[config.mk]
export PLATFORM = sky130hd
export DESIGN_NAME = adc_scan_with_motor_detect_core
export DESIGN_NICKNAME = d
export VERILOG_FILES = /design/src/hdl/asmd_pkg.sv /design/src/hdl/asmd_front.sv /design/src/hdl/asmd_queue.sv /design/src/hdl/asmd_back.sv /design/src/hdl/adc_scan_with_motor_detect_core.sv
export SDC_FILE = /design/constraint.sdc
export NUM_CORES = 1
export LEC_CHECK = 0
export BUFFER_PORTS_ARGS = -buffer_cell sky130_fd_sc_hd__buf_2
export CAP_MARGIN = 30
export CORE_MARGIN = 5
export CORE_UTILIZATION = 57
export CTS_CLUSTER_DIAMETER = 150
export DETAILED_ROUTE_END_ITERATION = 6
export PLACE_DENSITY = 0.75
export REMOVE_ABC_BUFFERS = 1
export SETUP_SLACK_MARGIN = 0.02
export SLEW_MARGIN = 30
export SYNTH_ARGS = -nofsm -noshare
export SYNTH_HDL_FRONTEND = slang
export SYNTH_SLANG_ARGS = --single-unit
export TNS_END_PERCENT = 100
[constraint.sdc]
create_clock -name aclk -period 6.03 [get_ports aclk]
set_input_delay 0.9045 -clock aclk [delete_from_list [all_inputs] [get_ports aclk]]
set_output_delay 0.9045 -clock aclk [all_outputs]
set_load 0.05 [all_outputs]
[src/hdl/asmd_pkg.sv]
// Shared types, constants and helpers for the ADC scan sequencer with motor detect.
// Used by the front, queue, back and top-level modules; depends on nothing else.
package asmd_pkg;

    // Default sizes handed to the top-level parameters.
    localparam int CHAN_COUNT_DEF  = 16;
    localparam int CAL_SAMPLES_DEF = 6;

    // Fixed field widths.
    localparam int CHAN_W    = 4;
    localparam int SAMPLE_W  = 16;
    localparam int SEL_W     = 8;
    localparam int DELTA_W   = 8;
    localparam int LEN_W     = 5;
    localparam int LIST_W    = 24;
    localparam int CAL_SUM_W = 19;
    localparam int LIST_ENTRIES = 6;
    localparam int QUEUE_DEPTH  = 2;

    // Reset values of the configuration and detect state.
    localparam logic [LEN_W-1:0]   SCAN_LEN_RESET = 5'd8;
    localparam logic [LIST_W-1:0]  CAL_LIST_RESET = 24'd0;
    localparam logic [DELTA_W-1:0] DELTA_RESET    = 8'd20;

    // Configuration register indexes.
    localparam logic [1:0] CFG_SCAN_LENGTH   = 2'd0;
    localparam logic [1:0] CFG_CAL_LIST      = 2'd1;
    localparam logic [1:0] CFG_DEFAULT_DELTA = 2'd2;

    // Request kinds carried on the input tuser.
    typedef enum logic [1:0] {
        REQ_CONV  = 2'd0,
        REQ_START = 2'd1,
        REQ_STOP  = 2'd2,
        REQ_READ  = 2'd3
    } req_e_t;

    // Motor-detect phases.
    typedef enum logic [1:0] {
        PH_IDLE  = 2'd0,
        PH_START = 2'd1,
        PH_STOP  = 2'd2,
        PH_RUN   = 2'd3
    } phase_e_t;

    // Classified request passed from the front to the back.
    typedef struct packed {
        req_e_t                req;
        logic [SAMPLE_W-1:0]   sample;
        logic                  sel_ok;
        logic [CHAN_W-1:0]     sel_idx;
        logic [DELTA_W-1:0]    delta;
    } cmd_t;

    // Configuration the back needs.
    typedef struct packed {
        logic [LEN_W-1:0]  scan_length;
        logic [LIST_W-1:0] cal_list;
    } cfg_t;

    // Calibration channel for a given calibration count; entries past the list read as 0.
    function automatic logic [CHAN_W-1:0] cal_chan(input logic [LIST_W-1:0] list,
                                                   input logic [3:0] count);
        logic [CHAN_W-1:0] ch;
        ch = '0;
        for (int i = 0; i < LIST_ENTRIES; i++) begin
            if (count == 4'(i)) begin
                ch = list[CHAN_W*i +: CHAN_W];
            end
        end
        return ch;
    endfunction

endpackage

[src/hdl/asmd_front.sv]
// Front end: holds the configuration registers and classifies incoming requests.
// Depends on asmd_pkg; feeds classified requests into asmd_queue.
module asmd_front
    import asmd_pkg::*;
#(
    parameter int CHAN_COUNT = CHAN_COUNT_DEF
) (
    input  logic               aclk,
    input  logic               aresetn,
    input  logic               s_tvalid,
    output logic               s_tready,
    input  logic [31:0]        s_tdata,
    input  logic [1:0]         s_tuser,
    input  logic               cfg_valid,
    output logic               cfg_ready,
    input  logic [1:0]         cfg_index,
    input  logic [LIST_W-1:0]  cfg_data,
    output cmd_t               cmd,
    output logic               push_valid,
    input  logic               push_ready,
    output cfg_t               cfg
);

    logic [LEN_W-1:0]   scan_length_reg;
    logic [LIST_W-1:0]  cal_list_reg;
    logic [DELTA_W-1:0] default_delta_reg;

    logic [SEL_W-1:0]   sel;
    logic [DELTA_W-1:0] delta_in;

    // Configuration writes are always taken.
    assign cfg_ready = 1'b1;

    always_ff @(posedge aclk) begin
        if (!aresetn) begin
            scan_length_reg   <= SCAN_LEN_RESET;
            cal_list_reg      <= CAL_LIST_RESET;
            default_delta_reg <= DELTA_RESET;
        end else if (cfg_valid) begin
            case (cfg_index)
                CFG_SCAN_LENGTH:   scan_length_reg   <= cfg_data[LEN_W-1:0];
                CFG_CAL_LIST:      cal_list_reg      <= cfg_data;
                CFG_DEFAULT_DELTA: default_delta_reg <= cfg_data[DELTA_W-1:0];
                default: ;
            endcase
        end
    end

    assign cfg.scan_length = scan_length_reg;
    assign cfg.cal_list    = cal_list_reg;

    // Classify the request: range check and default delta selection.
    assign sel      = s_tdata[SAMPLE_W +: SEL_W];
    assign delta_in = s_tdata[SAMPLE_W+SEL_W +: DELTA_W];

    always_comb begin
        cmd.req     = req_e_t'(s_tuser);
        cmd.sample  = s_tdata[SAMPLE_W-1:0];
        cmd.sel_ok  = (32'(sel) < 32'(CHAN_COUNT));
        cmd.sel_idx = sel[CHAN_W-1:0];
        cmd.delta   = (delta_in != '0) ? delta_in : default_delta_reg;
    end

    assign push_valid = s_tvalid;
    assign s_tready   = push_ready;

endmodule

[src/hdl/asmd_queue.sv]
// Two-entry queue of classified requests between the front and the back.
// Depends on asmd_pkg for the request struct.
module asmd_queue
    import asmd_pkg::*;
(
    input  logic aclk,
    input  logic aresetn,
    input  cmd_t push_cmd,
    input  logic push_valid,
    output logic push_ready,
    output cmd_t pop_cmd,
    output logic pop_valid,
    input  logic pop_ready
);

    cmd_t       mem_reg [QUEUE_DEPTH];
    logic       wr_ptr_reg, wr_ptr_next;
    logic       rd_ptr_reg, rd_ptr_next;
    logic [1:0] count_reg, count_next;
    logic       push, pop;

    assign push_ready = (count_reg != 2'(QUEUE_DEPTH));
    assign pop_valid  = (count_reg != 2'd0);
    assign pop_cmd    = mem_reg[rd_ptr_reg];

    assign push = push_valid && push_ready;
    assign pop  = pop_valid && pop_ready;

    // Pointer and fill-count update.
    always_comb begin
        wr_ptr_next = push ? ~wr_ptr_reg : wr_ptr_reg;
        rd_ptr_next = pop  ? ~rd_ptr_reg : rd_ptr_reg;
        count_next  = count_reg;
        if (push && !pop) begin
            count_next = count_reg + 2'd1;
        end else if (pop && !push) begin
            count_next = count_reg - 2'd1;
        end
    end

    always_ff @(posedge aclk) begin
        if (!aresetn) begin
            wr_ptr_reg <= 1'b0;
            rd_ptr_reg <= 1'b0;
            count_reg  <= 2'd0;
        end else begin
            wr_ptr_reg <= wr_ptr_next;
            rd_ptr_reg <= rd_ptr_next;
            count_reg  <= count_next;
        end
    end

    // Entry storage needs no reset.
    always_ff @(posedge aclk) begin
        if (push) begin
            mem_reg[wr_ptr_reg] <= push_cmd;
        end
    end

endmodule

[src/hdl/asmd_back.sv]
// Back end: calibration, round-robin scan, sample store and motor detect,
// with the registered result stage. Depends on asmd_pkg.
module asmd_back
    import asmd_pkg::*;
#(
    parameter int CHAN_COUNT  = CHAN_COUNT_DEF,
    parameter int CAL_SAMPLES = CAL_SAMPLES_DEF
) (
    input  logic        aclk,
    input  logic        aresetn,
    input  cfg_t        cfg,
    input  cmd_t        cmd,
    input  logic        cmd_valid,
    output logic        cmd_ready,
    output logic        m_tvalid,
    input  logic        m_tready,
    output logic [31:0] m_tdata
);

    localparam int IW = (CHAN_COUNT > 1) ? $clog2(CHAN_COUNT) : 1;
    localparam int CW = $clog2(CAL_SAMPLES + 1);
    // Division of the calibration sum by CAL_SAMPLES as a reciprocal multiply.
    localparam int SH = CAL_SUM_W + $clog2(CAL_SAMPLES);
    localparam logic [20:0] RECIP =
        21'(((64'd1 << SH) + 64'(CAL_SAMPLES) - 64'd1) / 64'(CAL_SAMPLES));

    // Detect and scan state.
    logic [IW-1:0]        scan_index_reg, scan_index_next;
    phase_e_t             phase_reg, phase_next;
    logic [CHAN_W-1:0]    detect_chan_reg, detect_chan_next;
    logic [DELTA_W-1:0]   detect_delta_reg, detect_delta_next;
    logic                 found_reg, found_next;
    logic                 averaging_reg, averaging_next;
    logic [SAMPLE_W-1:0]  baseline_reg;
    logic                 base_pend_reg, base_pend_next;
    logic [CW-1:0]        cal_count_reg, cal_count_next;
    logic [CAL_SUM_W-1:0] cal_sum_reg, cal_sum_next;

    // Sample store with per-entry valid bits; an invalid entry reads as zero.
    logic [SAMPLE_W-1:0]   store_reg [CHAN_COUNT];
    logic [CHAN_COUNT-1:0] store_vld_reg;
    logic                  store_we;

    // Result stage.
    logic                m_tvalid_reg;
    logic                acc_reg, acc_next;
    logic [CHAN_W-1:0]   mux_reg, mux_next;
    logic                avg_out_reg, avg_out_next;
    logic [SAMPLE_W-1:0] rd_reg, rd_next;
    logic                found_out_reg;
    logic                cal_out_reg, cal_out_next;
    logic                busy_out_reg, busy_out_next;

    logic                 fire;
    logic                 cal_now;
    logic [IW:0]          scan_inc;
    logic [IW-1:0]        scan_adv;
    logic [CW-1:0]        cal_inc;
    logic [IW-1:0]        sel_i;
    logic [SAMPLE_W:0]    threshold;
    logic [39:0]          base_prod;

    assign fire      = cmd_valid && (!m_tvalid_reg || m_tready);
    assign cmd_ready = !m_tvalid_reg || m_tready;

    assign cal_now   = (32'(cal_count_reg) < 32'(CAL_SAMPLES));
    assign cal_inc   = cal_count_reg + CW'(1);
    assign sel_i     = cmd.sel_idx[IW-1:0];
    assign threshold = {1'b0, baseline_reg} + (SAMPLE_W+1)'(detect_delta_reg);

    // Next scan position: advance while below both the scan length and the channel count.
    always_comb begin
        scan_inc = {1'b0, scan_index_reg} + (IW+1)'(1);
        if ((32'(scan_inc) < 32'(cfg.scan_length)) && (32'(scan_inc) < 32'(CHAN_COUNT))) begin
            scan_adv = scan_inc[IW-1:0];
        end else begin
            scan_adv = '0;
        end
    end

    // Request execution and result computation.
    always_comb begin
        scan_index_next   = scan_index_reg;
        phase_next        = phase_reg;
        detect_chan_next  = detect_chan_reg;
        detect_delta_next = detect_delta_reg;
        found_next        = found_reg;
        averaging_next    = averaging_reg;
        cal_count_next    = cal_count_reg;
        cal_sum_next      = cal_sum_reg;
        base_pend_next    = 1'b0;
        store_we          = 1'b0;
        acc_next          = 1'b0;
        rd_next           = '0;

        if (fire) begin
            case (cmd.req)
                REQ_CONV: begin
                    acc_next = 1'b1;
                    if (cal_now) begin
                        cal_sum_next   = cal_sum_reg + CAL_SUM_W'(cmd.sample);
                        cal_count_next = cal_inc;
                        if (32'(cal_inc) >= 32'(CAL_SAMPLES)) begin
                            base_pend_next = 1'b1;
                        end
                    end else begin
                        case (phase_reg)
                            PH_START: begin
                                store_we       = 1'b1;
                                phase_next     = PH_RUN;
                                averaging_next = 1'b1;
                            end
                            PH_RUN: begin
                                if ({1'b0, cmd.sample} >= threshold) begin
                                    found_next      = 1'b1;
                                    phase_next      = PH_IDLE;
                                    averaging_next  = 1'b0;
                                    scan_index_next = scan_adv;
                                end
                            end
                            PH_STOP: begin
                                phase_next      = PH_IDLE;
                                averaging_next  = 1'b0;
                                scan_index_next = scan_adv;
                            end
                            default: begin
                                store_we        = 1'b1;
                                scan_index_next = scan_adv;
                            end
                        endcase
                    end
                end
                REQ_START: begin
                    if (phase_reg == PH_IDLE && cmd.sel_ok) begin
                        acc_next          = 1'b1;
                        detect_chan_next  = cmd.sel_idx;
                        detect_delta_next = cmd.delta;
                        phase_next        = PH_START;
                        found_next        = 1'b0;
                    end
                end
                REQ_STOP: begin
                    if (phase_reg != PH_IDLE) begin
                        acc_next   = 1'b1;
                        phase_next = PH_STOP;
                    end
                end
                default: begin
                    if (cmd.sel_ok) begin
                        acc_next = 1'b1;
                        rd_next  = store_vld_reg[sel_i] ? store_reg[sel_i] : '0;
                    end
                end
            endcase
        end

        // Converter control seen after this request.
        cal_out_next  = (32'(cal_count_next) < 32'(CAL_SAMPLES));
        avg_out_next  = cal_out_next || averaging_next;
        busy_out_next = (phase_next != PH_IDLE);
        if (cal_out_next) begin
            mux_next = cal_chan(cfg.cal_list, 4'(cal_count_next));
        end else if (averaging_next) begin
            mux_next = detect_chan_next;
        end else begin
            mux_next = CHAN_W'(scan_index_next);
        end
    end

    // Control state.
    always_ff @(posedge aclk) begin
        if (!aresetn) begin
            scan_index_reg   <= '0;
            phase_reg        <= PH_IDLE;
            detect_chan_reg  <= '0;
            detect_delta_reg <= DELTA_RESET;
            found_reg        <= 1'b0;
            averaging_reg    <= 1'b0;
            baseline_reg     <= '0;
            base_pend_reg    <= 1'b0;
            cal_count_reg    <= '0;
            cal_sum_reg      <= '0;
            store_vld_reg    <= '0;
            m_tvalid_reg     <= 1'b0;
        end else begin
            scan_index_reg   <= scan_index_next;
            phase_reg        <= phase_next;
            detect_chan_reg  <= detect_chan_next;
            detect_delta_reg <= detect_delta_next;
            found_reg        <= found_next;
            averaging_reg    <= averaging_next;
            base_pend_reg    <= base_pend_next;
            cal_count_reg    <= cal_count_next;
            cal_sum_reg      <= cal_sum_next;
            if (base_pend_reg) begin
                baseline_reg <= base_prod[SH +: SAMPLE_W];
            end
            if (store_we) begin
                store_vld_reg[scan_index_reg] <= 1'b1;
            end
            if (fire) begin
                m_tvalid_reg <= 1'b1;
            end else if (m_tready) begin
                m_tvalid_reg <= 1'b0;
            end
        end
    end

    // Baseline is the calibration sum times the reciprocal, loaded while base_pend_reg is set after the last sample.
    assign base_prod = 40'(cal_sum_reg) * 40'(RECIP);

    // Store data and result payload.
    always_ff @(posedge aclk) begin
        if (store_we) begin
            store_reg[scan_index_reg] <= cmd.sample;
        end
        if (fire) begin
            acc_reg       <= acc_next;
            mux_reg       <= mux_next;
            avg_out_reg   <= avg_out_next;
            rd_reg        <= rd_next;
            found_out_reg <= found_next;
            cal_out_reg   <= cal_out_next;
            busy_out_reg  <= busy_out_next;
        end
    end

    assign m_tvalid = m_tvalid_reg;
    assign m_tdata  = {7'd0, busy_out_reg, cal_out_reg, found_out_reg, rd_reg,
                       avg_out_reg, mux_reg, acc_reg};

endmodule

[src/hdl/adc_scan_with_motor_detect_core.sv]
// Top level of the ADC scan sequencer with motor detect.
// Depends on asmd_pkg, asmd_front, asmd_queue and asmd_back.
//
// Usage:
//   Input channel s_*: one request per item. s_tuser carries the request kind
//   (conversion done, detect start, detect stop, read stored sample); s_tdata
//   carries the conversion result, channel select and threshold delta.
//   Result channel m_*: exactly one result item per request, in order, giving
//   the accept flag, next converter channel and mode, read data and status.
//   Configuration channel cfg_*: register writes, taken in any cycle; write only
//   while no request is in flight.
// Throughput: one request per cycle while m_tready stays high; the two-entry queue
//   between the classifier and the execution stage absorbs short stalls.
// Reset (aresetn low, synchronous) clears the sample store, restarts calibration
//   and returns detection to idle; configuration returns to its defaults.
// When the receiver holds m_tready low, the result holds, the queue fills, and
//   s_tready drops once both queue entries are taken.
module adc_scan_with_motor_detect_core
    import asmd_pkg::*;
#(
    parameter int CHAN_COUNT  = CHAN_COUNT_DEF,
    parameter int CAL_SAMPLES = CAL_SAMPLES_DEF
) (
    input  logic              aclk,
    input  logic              aresetn,
    input  logic              s_tvalid,
    output logic              s_tready,
    // sample[15:0], channel_sel[23:16], detect delta[31:24]
    input  logic [31:0]       s_tdata,
    // req_type[1:0]
    input  logic [1:0]        s_tuser,
    output logic              m_tvalid,
    input  logic              m_tready,
    // accepted[0], mux_channel[4:1], averaging_mode[5], read_data[21:6],
    // motor_found[22], calibrating[23], detect_busy[24], zero fill [31:25]
    output logic [31:0]       m_tdata,
    input  logic              cfg_valid,
    output logic              cfg_ready,
    input  logic [1:0]        cfg_index,
    input  logic [LIST_W-1:0] cfg_data
);

    cmd_t front_cmd, queue_cmd;
    cfg_t cfg;
    logic push_valid, push_ready;
    logic pop_valid, pop_ready;

    asmd_front #(
        .CHAN_COUNT(CHAN_COUNT)
    ) u_front (
        .aclk      (aclk),
        .aresetn   (aresetn),
        .s_tvalid  (s_tvalid),
        .s_tready  (s_tready),
        .s_tdata   (s_tdata),
        .s_tuser   (s_tuser),
        .cfg_valid (cfg_valid),
        .cfg_ready (cfg_ready),
        .cfg_index (cfg_index),
        .cfg_data  (cfg_data),
        .cmd       (front_cmd),
        .push_valid(push_valid),
        .push_ready(push_ready),
        .cfg       (cfg)
    );

    asmd_queue u_queue (
        .aclk      (aclk),
        .aresetn   (aresetn),
        .push_cmd  (front_cmd),
        .push_valid(push_valid),
        .push_ready(push_ready),
        .pop_cmd   (queue_cmd),
        .pop_valid (pop_valid),
        .pop_ready (pop_ready)
    );

    asmd_back #(
        .CHAN_COUNT (CHAN_COUNT),
        .CAL_SAMPLES(CAL_SAMPLES)
    ) u_back (
        .aclk     (aclk),
        .aresetn  (aresetn),
        .cfg      (cfg),
        .cmd      (queue_cmd),
        .cmd_valid(pop_valid),
        .cmd_ready(pop_ready),
        .m_tvalid (m_tvalid),
        .m_tready (m_tready),
        .m_tdata  (m_tdata)
    );

endmodule
Word-level counts from Yosys, hierarchy flattened
Memories as Yosys holds them, arrays and structs flattened. A register that Yosys moved wholly into a read port is not among the register bits.
Cells that the tools add are included.
{"block": "op_classes", "add_sub_neg": 6, "n_mul": 1, "div_mod_pow": 0, "order_cmp": 10, "eq_ne": 13, "shifts": 0, "mux": 62, "bitwise": 5, "n_reduce_logical": 30}
{"op": "4-bit two-way mux", "count": 16}
{"op": "19-bit by 20-bit multiplier with 38-bit output (second input constant)", "count": 1}
{"op": "1-bit two-way mux", "count": 27}
{"op": "19-bit by 16-bit adder with 19-bit output", "count": 1}
{"op": "16-bit by 8-bit adder with 17-bit output", "count": 1}
{"op": "16-bit by 17-bit >= comparator with 1-bit output", "count": 1}
{"op": "16-bit OR", "count": 1}
{"op": "2-bit two-way mux", "count": 7}
{"op": "2-bit case mux with 3 select lines", "count": 2}
{"op": "4-bit by 5-bit less-than comparator with 1-bit output (second input constant)", "count": 2}
{"op": "2-bit nonzero test", "count": 5}
{"op": "3-bit two-way mux", "count": 3}
{"op": "2-bit == test (second input constant)", "count": 4}
{"op": "8-bit by 5-bit less-than comparator with 1-bit output (second input constant)", "count": 1}
{"op": "8-bit two-way mux", "count": 1}
{"op": "4-bit case mux with 2 select lines", "count": 1}
{"op": "8-bit nonzero test", "count": 1}
{"op": "1-bit logical AND", "count": 7}
{"op": "2-bit by 1-bit == test with 1-bit output (second input constant)", "count": 3}
{"op": "3-bit by 2-bit == test with 1-bit output (second input constant)", "count": 2}
{"op": "3-bit == test (second input constant)", "count": 2}
{"op": "2-bit logical NOT", "count": 3}
{"op": "3-bit less-than comparator (second input constant)", "count": 2}
{"op": "1-bit case mux with 3 select lines", "count": 2}
{"op": "22 further kinds", "count": 31}
{"block": "totals", "reg_bits": 126, "latchBits": 0, "ram_bits": 318, "rom_bits": 0, "inputBits": 65, "output_inout_bits": 35, "word_cells": 153, "mem_count": 2}
{"memory": "u_back.store_reg", "depth": 16, "word_bits": 16, "rd": 1, "rd_clocked_by_memory_dff": 1, "write_ports": 1, "line_no": "asmd_back.sv:40", "text": "logic [SAMPLE_W-1:0] store_reg [CHAN_COUNT];"}
{"memory": "u_queue.mem_reg", "depth": 2, "word_bits": 31, "rd": 1, "rd_clocked_by_memory_dff": 1, "write_ports": 1, "line_no": "asmd_queue.sv:16", "text": "cmd_t mem_reg [QUEUE_DEPTH];"}

Logic depth before layout (Yosys ltp)
Gate-level depths: netlist (run 1).
{"block": "logic_depth", "ltp_word": 12, "mapped_depth": 21, "mapped_depth_nobuf": 21}

Modules after synthesis
Synthesis (run 1) repeated with hierarchy kept, for this count alone.
{"block": "hier_totals", "cells_unflattened": 1927, "hier_area_um2": 25210.4}
{"module": "asmd_back", "instances": 1, "cells_per_inst": 1607, "area_each_um2": 20951.3, "seq_area_each_um2": 9959.6}
{"module": "asmd_queue", "instances": 1, "cells_per_inst": 120, "area_each_um2": 2468.6, "seq_area_each_um2": 1961.9}
{"module": "asmd_front", "instances": 1, "cells_per_inst": 200, "area_each_um2": 1790.5, "seq_area_each_um2": 740.7}

Least setup slack after synthesis (run 1)
No wires, ideal clock.
{"block": "synth_timing", "path_kind": "reg-to-reg", "start": "register u_back.cal_sum_reg[15]", "end": "register u_back.baseline_reg[6]", "setup_ns": 0.122, "arrival_time_ns": 5.720, "required_ns": 5.908, "path_slack_ns": 0.188, "path_stages_with_launch": 20, "path_buffers": 0, "period_less_slack_ns": 5.842, "path_cell_list": "dfxtp_1 -> ha_1 -> fa_1 -> inv_1 -> fa_1 -> inv_1 -> fa_1 -> inv_1 -> fa_1 -> fa_1 -> inv_1 -> ha_1 -> o21a_1 -> o21ai_0 -> a211oi_1 -> o21ai_0 -> a21boi_0 -> o21ai_0 -> a21oi_1 -> a221o_1"}
{"block": "synth_via", "elab_chain_len": 1}
{"element": "start, declared", "line_no": "asmd_back.sv:37", "text": "logic [CAL_SUM_W-1:0] cal_sum_reg, cal_sum_next;"}
{"element": "start signal, assigned", "line_no": "asmd_back.sv:194", "text": "cal_sum_reg <= cal_sum_next;"}
{"element": "19-bit by 20-bit multiplier with 38-bit output", "line_no": "asmd_back.sv:210", "text": "assign base_prod = 40'(cal_sum_reg) * 40'(RECIP);"}
{"element": "end signal, assigned", "line_no": "asmd_back.sv:196", "text": "baseline_reg <= base_prod[SH +: SAMPLE_W];"}
{"element": "end, declared", "line_no": "asmd_back.sv:34", "text": "logic [SAMPLE_W-1:0] baseline_reg;"}
No other way between the ends.
A chain may end at the register's enable or synchronous reset.

Worst setup path after layout (run 1)
{"block": "layout_timing", "start": "register u_back.cal_sum_reg[13]", "end": "register u_back.baseline_reg[13]"}
The elaborated chain is that of the path after synthesis.

==> metrics.log, run 1 <==
INFO  metric status = finished clean
INFO  metric endpoints_failing_setup = 0
INFO  metric grt_setup_unrepaired = no
INFO  metric drtAntennaViolNets = 0
INFO  metric setup_tns_final = 0 ns
INFO  metric num-fill-cells = ~3.3k
INFO  metric yosys-top-cells-area = sky130_fd_sc_hd__edfxtp_1 (42%), sky130_fd_sc_hd__dfxtp_1 (9.6%), sky130_fd_sc_hd__ha_1 (9.1%)
INFO  metric postSynth.topFlopCell = sky130_fd_sc_hd__edfxtp_1
INFO  metric chipHeight = approximately 220 µm
INFO  metric ys_seq_elements = around 460
INFO  metric num_io_pins = 100
INFO  metric timing.slew.headroom = 0.350
INFO  metric p_switching = 4070 µW
INFO  metric synth.yosys.warnings = 0
INFO  metric largest_reg_flops = between 200 and 300
INFO  metric flow.area_growth_from_synthesis = 12.6%
INFO  metric syn_area_per_cell = 11.1 µm²
INFO  metric timing.critical_path.slowest_cell_delay = between 0.5 and 0.6 ns
INFO  metric synth.top_cell.area_share = 0.417
INFO  metric dr_total_vias = about 17k
INFO  metric p_sw_frac = 0.364
INFO  metric number_of_violations_of_the_max_capacitance_limit = 0
INFO  metric powerDensity = between 400 and 500 mW/mm²
INFO  metric remaining_drcs = 0
INFO  metric avgViaCountPerCell = 5.74
INFO  metric crit_path_end_kind = flip-flop
INFO  metric crit_path_dat = 6.17 ns
INFO  metric initialDrtViolationCount = approximately 1.4k
INFO  metric synth_xor_area_frac = 0.0167
INFO  metric num_rows = 76
INFO  metric gp_congestion = 0.887
INFO  metric number_of_global_route_vias_before_repair = roughly 17k
INFO  metric placedInstanceArea = 0.0260 mm²
INFO  metric multi_input_comb_area = 0.0109 mm²
INFO  metric grt_first_pass_wirelength = 92.1 mm
INFO  metric static-leakage-power = between 0.01 and 0.015 µW
INFO  metric regArea = between 0.01 and 0.015 mm²
INFO  metric ir_worst_vdd = around 0.00030 V
INFO  metric detailedRoute.firstPassIterationCount = 6
INFO  metric power_frac_clock = 0.280
INFO  metric internal-power = 7100 µW
INFO  metric die_width = ~220 µm
INFO  metric synth-compound-area-share = 0.0788
INFO  metric coreArea = about 0.043 mm²
INFO  metric hold_path_class = flip-flop to flip-flop
INFO  metric cts_bufs_inserted = 47
INFO  metric worst_pin_slew = 0.974 ns
INFO  metric finalHoldViolations = 0
INFO  metric synth.cells.most_frequent = sky130_fd_sc_hd__nand2_1 (392), sky130_fd_sc_hd__edfxtp_1 (343), sky130_fd_sc_hd__inv_1 (221)
INFO  metric dieArea = 0.0476 mm²
INFO  metric number_of_enable_type_register_cells_in_the_synthesized_netlist = ~340
INFO  metric max_freq = between 0.15 and 0.2 GHz
INFO  metric crit_path_top_delay_cell = sky130_fd_sc_hd__fa_1
INFO  metric synth.yosys.seq_area_share = 0.513
INFO  metric start_util = 0.575
INFO  metric clk_latency = 0.59 ns
INFO  metric largest_net_degree_at_the_start_of_global_routing = 75
INFO  metric path_max_fanout = 5
INFO  metric globalRouteTotalUtil = 0.244
INFO  metric synthArstFlopShare = 0
INFO  metric htree_levels = 2
INFO  metric initial_antenna_violation_count = 0
INFO  metric post_synth_instance_area = approximately 0.025 mm²
INFO  metric maxSlewViolCount = 0
INFO  metric drt_wl_total = just under 60 mm
INFO  metric tritoncts_clock_tree = done
INFO  metric synthSimpleGateAreaFrac = 0.134
INFO  metric cts-root-to-sink-buffers = 3
INFO  metric p_seq_frac = 0.350
INFO  metric post_synth_num_cell_types = 65
INFO  metric cts.clk_slew.worst_paths = ~0.060 ns
INFO  metric cts_hold_bufs = 0
INFO  metric yosysMostFrequentCell = sky130_fd_sc_hd__nand2_1
INFO  metric post_synth_mux_area_share = 0.0300
INFO  metric final_nets = about 2.7k
INFO  metric power_frac_comb = 0.370
INFO  metric finalClockSkew = 0.0294 ns
INFO  metric largest_family_of_logic_cells_by_synthesized_area = adder cells
INFO  metric cts_root_buf = sky130_fd_sc_hd__clkbuf_16
INFO  metric timing.critical_path.cells = ha_4 -> fa_1 -> inv_1 -> fa_1 -> inv_1 -> fa_2 -> inv_1 -> fa_1 -> fa_1 -> inv_1 -> ha_1 -> buf_4 -> a21oi_1 -> nand2_1 -> a21oi_2 -> a21oi_2 -> o2111ai_2 -> nand2_2 -> a211o_1 -> a21o_1 -> nand4b_1 -> o211ai_1
INFO  metric detailedPlacementHpwl = 38.1 mm
INFO  metric antenna_cells_inserted = 0
INFO  metric grt-ovfl-total = 0
INFO  metric yosys.area.top_type = sky130_fd_sc_hd__edfxtp_1
INFO  metric worstSetupPathType = flip-flop to flip-flop
INFO  metric start_kind = flip-flop
INFO  metric cp.required = 6.49 ns
INFO  metric totalPowerFinal = roughly 11000 µW
INFO  metric stdcell_area = ~0.028 mm²
INFO  metric postSynthCellCount = between 2k and 2.5k
INFO  metric drive_gt1_frac = 0.129
INFO  metric synthAdderAreaFrac = 0.175
INFO  metric buffer_ports.inserted = 91
INFO  metric wl_per_cell = roughly 20 µm
INFO  metric clkSinkCount = 461
INFO  metric timing.final.crit_share = 0.947
INFO  metric post-route-min-period = between 5 and 6 ns
[worst max-delay path: cells and delay by family, from the launching register on]
| family | cells | cell delay, ns |
|---|---|---|
| buf+inv | 5 | 0.42 |
| compound gates | 7 | 1.21 |
| simple gates | 3 | 0.31 |
| flops | 1 | 0.33 |
| fa+ha+maj | 7 | 3.30 |
[metrics by stage]
step / util / hold WS, ns / worst slack [ns] / instances
final: 0.647 / 0.455 / 0.322 / 2940
after global routing: 0.647 / 0.474 / 0.0393 / 2940
after CTS: 0.645 / 0.457 / 0.0336 / 2938
after detailed placement: 0.605 / 0.449 / 0.00883 / 2850
after global placement: 0.604 / 0.443 / 0.106 / 2848
after floorplan: - / 0.433 / -2.13 / 2119
[routing by layer]
metal	vias up	routed length, µm	GRT usage
met2	579	28800	0.424
li1	7912	-	-
met1	8249	23600	0.319
met3	124	3550	0.0314
met4	0	1820	0.0833
met5	-	0	0
[power by group through the flow]
stage,sequential (µW),combinational (µW),clock [µW]
after floorplan,4230,2620,0
after global routing,3920,4630,3300
after CTS,3910,4120,3170
final,3910,4130,3130
after detailed placement,3970,4060,0
after global placement,3960,3910,0
[kinds of logic after synthesis]
logic type | Yosys count
other | 2
buffers and inverters | 325
multiplexers | 71
XOR/XNOR | 47
adder cells (fa/ha/maj) | 283
AND/OR/NAND/NOR | 751
AO/OA/AOI/OAI | 277
flip-flops | 461
[final cells by class]
type                       count  share of cell area
sequential                   461               0.455
clock inverter                28              0.0132
timing repair buffer         148              0.0339
clock buffer                  60              0.0478
inverter                     221              0.0299
multi-input combinational   1437               0.394
tap                          585              0.0263
[layout by cell type (no fill, tap or decap), types with 8 or more instances in the layout]
cell                        instances
sky130_fd_sc_hd__mux2_2            23
sky130_fd_sc_hd__fa_1             101
sky130_fd_sc_hd__clkbuf_16         49
sky130_fd_sc_hd__nand2_1          391
sky130_fd_sc_hd__a311oi_1          67
sky130_fd_sc_hd__conb_1             8
sky130_fd_sc_hd__nor3_1            16
sky130_fd_sc_hd__buf_2             91
sky130_fd_sc_hd__nand3_1           82
sky130_fd_sc_hd__clkinv_2          16
sky130_fd_sc_hd__inv_1            220
sky130_fd_sc_hd__buf_4             54
sky130_fd_sc_hd__a211oi_1          10
sky130_fd_sc_hd__xnor2_1           26
sky130_fd_sc_hd__dfxtp_1          113
sky130_fd_sc_hd__a21o_1            24
sky130_fd_sc_hd__and3_1            40
sky130_fd_sc_hd__edfxtp_1         343
sky130_fd_sc_hd__ha_1             177
sky130_fd_sc_hd__o21ai_0           32
sky130_fd_sc_hd__nor3b_1           18
sky130_fd_sc_hd__mux2i_1           42
sky130_fd_sc_hd__nand2b_1           8
sky130_fd_sc_hd__nor2_1           132
sky130_fd_sc_hd__o21a_1            12
sky130_fd_sc_hd__xor2_1            21
sky130_fd_sc_hd__a31oi_1            9
sky130_fd_sc_hd__a21oi_1           77
sky130_fd_sc_hd__nor2b_1           10
sky130_fd_sc_hd__or3_1              8
[worst paths after layout]
kind / start / to / slack [ns] / cells after the start
setup / recovery: u_back.cal_sum_reg[13] / u_back.baseline_reg[13] / 0.32 / 22
hold / removal: u_front.cal_list_reg[15] / u_front.cal_list_reg[15] / 0.45 / 2
setup reg to reg: u_back.cal_sum_reg[13] / u_back.baseline_reg[13] / 0.32 / 22
hold reg to reg: u_front.cal_list_reg[15] / u_front.cal_list_reg[15] / 0.45 / 2
[repair_timing]
item / CTS / global route
gates resized for setup: 3 / 18
pin swaps: 0 / 6
endpoints found under the setup margin: 4 / 12
hold endpoints to repair: 0 / 0
setup buffers: 0 / 1
No activity file was read; power rests on OpenSTA's default activity.
==> run 2, diff against run 1 <==
--- a/config.mk
+++ b/config.mk
@@ -8,10 +8,10 @@
 export BUFFER_PORTS_ARGS = -buffer_cell sky130_fd_sc_hd__buf_2
 export CAP_MARGIN = 30
 export CORE_MARGIN = 5
-export CORE_UTILIZATION = 57
+export CORE_UTILIZATION = 63
 export CTS_CLUSTER_DIAMETER = 150
 export DETAILED_ROUTE_END_ITERATION = 6
-export PLACE_DENSITY = 0.75
+export PLACE_DENSITY = 0.79
 export REMOVE_ABC_BUFFERS = 1
 export SETUP_SLACK_MARGIN = 0.02
 export SLEW_MARGIN = 30
==> constraint.sdc (replaced) <==
create_clock -name aclk -period 5.3 [get_ports aclk]
set_input_delay 0.795 -clock aclk [delete_from_list [all_inputs] [get_ports aclk]]
set_output_delay 0.795 -clock aclk [all_outputs]
set_load 0.05 [all_outputs]
==> metrics.log, run 2 (synthesis results as in run 1) <==
INFO  metric drive_gt1_frac = 0.179 (+0.0498)
INFO  metric grt-ovfl-total = 0 (unchanged)
INFO  metric start_util = 0.638 (+0.0630)
INFO  metric met2_length = 29.8 mm (+3.7%)
INFO  metric static-leakage-power = 0.0120 µW (+2.6%)
INFO  metric timing.final.crit_share = 1.04 (+0.0902)
INFO  metric globalRouteTotalUtil = 0.271 (+0.0272)
INFO  metric cts_hold_bufs = 0 (unchanged)
INFO  metric cp.required = 5.72 ns (-0.77 ns)
INFO  metric crit_path_top_delay_cell = sky130_fd_sc_hd__fa_2
INFO  metric critical_register_to_register_path_startpoint = u_back.cal_sum_reg[6]
INFO  metric powerDensity = 459 mW/mm² (+14%)
INFO  metric coreArea = 0.0387 mm² (-9.9%)
INFO  metric avgViaCountPerCell = 5.88 (+2.6%)
INFO  metric path_max_fanout = 4 (-1)
INFO  metric grt_setup_unrepaired = yes
INFO  metric status = finished with violations
INFO  metric max_freq = 0.182 GHz (+3.9%)
INFO  metric initialDrtViolationCount = 1347 (-5.9%)
INFO  metric finalClockSkew = 0.0341 ns (+0.00476 ns)
INFO  metric detailedRoute.firstPassIterationCount = 5 (-1)
INFO  metric num_io_pins = 100 (unchanged)
INFO  metric timing.critical_path.slowest_cell_delay = 0.58 ns (about the same)
INFO  metric failing_checks = setup timing
INFO  metric timing.slew.headroom = 0.367 (+0.0161)
INFO  metric num-fill-cells = 2537 (-22%)
INFO  metric topRoutingLayerUsed = met4
INFO  metric detailedPlacementHpwl = 38.9 mm (+2.0%)
INFO  metric post-route-min-period = 5.50 ns (-0.213 ns)
INFO  metric worstSetupPathType = flip-flop to flip-flop
INFO  metric totalPowerFinal = 13100 µW (+17%)
INFO  metric number_of_global_route_vias_before_repair = 18.4k (+6.8%)
INFO  metric layout.cells.most_common_list = sky130_fd_sc_hd__nand2_1 (385), sky130_fd_sc_hd__edfxtp_1 (343), sky130_fd_sc_hd__inv_1 (204)
INFO  metric path_common_cell = sky130_fd_sc_hd__inv_2
INFO  metric met3WireLength = 4.07 mm (+15%)
INFO  metric start_kind = flip-flop
INFO  metric final_nets = 2749 (+3.2%)
INFO  metric dieArea = 0.0433 mm² (-9.1%)
INFO  metric number_of_violations_of_the_max_capacitance_limit = 0 (unchanged)
INFO  metric fin_cells = 2956 (+0.54%)
INFO  metric r2r-end = u_back.baseline_reg[13]
INFO  metric buffer_ports.inserted = 91 (unchanged)
INFO  metric ff2ff_path_depth = 23 (+4.5%)
INFO  metric drtAntennaViolNets = 0 (unchanged)
INFO  metric crit_path_dat = 5.92 ns (-0.25 ns)
INFO  metric dr_total_vias = 17.4k (+3.1%)
INFO  metric critical_path.endpoint = u_back.baseline_reg[13]
INFO  metric clkSinkCount = 461 (unchanged)
INFO  metric place_ws = -0.685 ns (-0.694 ns)
INFO  metric cts_root_buf = sky130_fd_sc_hd__clkbuf_16
INFO  metric layout.cells.most_common = sky130_fd_sc_hd__nand2_1
INFO  metric finalWorstSetupSlack = -0.195 ns (-0.517 ns)
INFO  metric cts.clk_slew.worst_paths = 0.06 ns (about the same)
INFO  metric tritoncts_clock_tree = done
INFO  metric remaining_drcs = 0 (unchanged)
INFO  metric crit_path_end_kind = flip-flop
INFO  metric timing.critical_path.cells = ha_4 -> inv_2 -> fa_2 -> fa_2 -> inv_2 -> buf_6 -> fa_1 -> fa_1 -> inv_2 -> fa_1 -> inv_2 -> ha_4 -> buf_6 -> nand3_2 -> nand2_2 -> a21oi_4 -> a21oi_4 -> o2111ai_4 -> nand2_4 -> a211o_1 -> a21o_1 -> nand4b_1 -> o211ai_1
INFO  metric worst_pin_slew = 0.950 ns (-0.0242 ns)
INFO  metric wl_per_cell = 20.2 µm (+2.8%)
INFO  metric gp_congestion = 0.905 (+2.0%)
INFO  metric flow.area_growth_from_synthesis = 15.6%
INFO  metric num_rows = 72 (-5.3%)
INFO  metric cts_bufs_inserted = 46 (-2.1%)
INFO  metric drt_wl_total = 59.7 mm (+3.4%)
INFO  metric launch_point_of_the_worst_path = u_back.cal_sum_reg[6]
INFO  metric chipHeight = 208 µm (-4.7%)
INFO  metric htree_levels = 2 (unchanged)
INFO  metric maxSlewViolCount = 0 (unchanged)
INFO  metric endpoints_failing_setup = 12 (+12)
INFO  metric total_placed_cells_including_tap_cells = 2862 (+0.42%)
INFO  metric hold_path_class = input pin to flip-flop
INFO  metric largest_net_degree_at_the_start_of_global_routing = 93 (+24%)
INFO  metric grt_first_pass_wirelength = 94.5 mm (+2.6%)
INFO  metric ir_worst_vdd = 0.000511 V (+73%)
INFO  metric die_width = 208 µm (-4.7%)
INFO  metric largest_reg_flops = 256 (unchanged)
INFO  metric ff2ff_setup_slack = -0.20 ns (-0.52 ns)
INFO  metric initial_antenna_violation_count = 1 (+1)
INFO  metric clk_latency = 0.58 ns (about the same)
INFO  metric final_core_utilization = 0.737 (+0.0898)
INFO  metric setup_tns_final = -1.07 ns (-1.07 ns)
INFO  metric wirelength_met1 = 22.7 mm (-3.8%)
INFO  metric cts-root-to-sink-buffers = 3 (unchanged)
INFO  metric finalHoldViolations = 0 (unchanged)
[run 2: changes by cell type in the layout (fill, tap and decap cells not counted), moves of 9 or more]
cell / previous run / this run
sky130_fd_sc_hd__buf_4: 54 / 132
sky130_fd_sc_hd__a21oi_1: 77 / 68
sky130_fd_sc_hd__ha_4: 1 / 16
sky130_fd_sc_hd__clkbuf_1: 4 / 18
sky130_fd_sc_hd__inv_2: 0 / 17
sky130_fd_sc_hd__o21ai_0: 32 / 23
sky130_fd_sc_hd__inv_1: 220 / 204
sky130_fd_sc_hd__ha_1: 177 / 160
sky130_fd_sc_hd__clkinv_2: 16 / 2
[run 2: critical path: cells and delay by family (launching register included)]
family / cells / cell delay, ns
AO/OA/AOI/OAI: 6 / 1.10
AND/OR/NAND/NOR: 4 / 0.36
buffers and inverters: 6 / 0.44
adder cells (fa/ha/maj): 7 / 3.11
flip-flops: 1 / 0.33
[run 2: final cells by class]
| cell class | instances | area [µm²] | area share |
|---|---|---|---|
| Clock buffer | 72 | 1330 | 0.0465 |
| Inverter | 221 | 830 | 0.0291 |
| Sequential cell | 461 | 12700 | 0.444 |
| Clock inverter | 12 | 153 | 0.00535 |
| Tap cell | 518 | 648 | 0.0227 |
| Antenna cell | 1 | 2.50 | 0.0000877 |
| Timing Repair Buffer | 234 | 1610 | 0.0564 |
| Multi-Input combinational cell | 1437 | 11300 | 0.396 |
[run 2: metrics by stage]
stage               hold slack [ns]  area, µm²
global placement              0.442      26500
global route                  0.396      28500
floorplan                     0.433      24300
detailed placement            0.448      26500
CTS                           0.392      28300
finish                        0.410      28500
[run 2: timing repair]
item / CTS / global route
endpoints found under the setup margin: 16 / 19
buffers inserted: 7 / 1
pin swaps: 76 / 37
resized for setup: 76 / 40
[run 2: routing by layer]
layer | up-vias | GRT usage
met3 | 199 | 0.0452
met5 | - | 0
met4 | 0 | 0.134
li1 | 8065 | -
met2 | 695 | 0.474
met1 | 8435 | 0.328
[run 2: how the worst min path moves through the flow]
| stage | startpoint | endpoint | depth (start not counted) |
|---|---|---|---|
| after floorplan | u_front.cal_list_reg[16] | u_front.cal_list_reg[16] | 2 |
| after global placement | u_front.cal_list_reg[0] | u_front.cal_list_reg[0] | 2 |
| after detailed placement | u_front.cal_list_reg[3] | u_front.cal_list_reg[3] | 2 |
| after CTS | s_tdata[11] | u_queue.mem_reg[1][24] | 1 |
| after global routing | s_tdata[10] | u_queue.mem_reg[1][23] | 1 |
| final | s_tdata[11] | u_queue.mem_reg[0][24] | 1 |
[run 2: power breakdown]
| group | leakage [µW] | total (µW) | internal [µW] | switching, µW |
|---|---|---|---|---|
| clock network | 0.000714 | 3170 | 1830 | 1340 |
| logic | 0.00725 | 5500 | 2090 | 3410 |
| registers | 0.00408 | 4440 | 4330 | 116 |
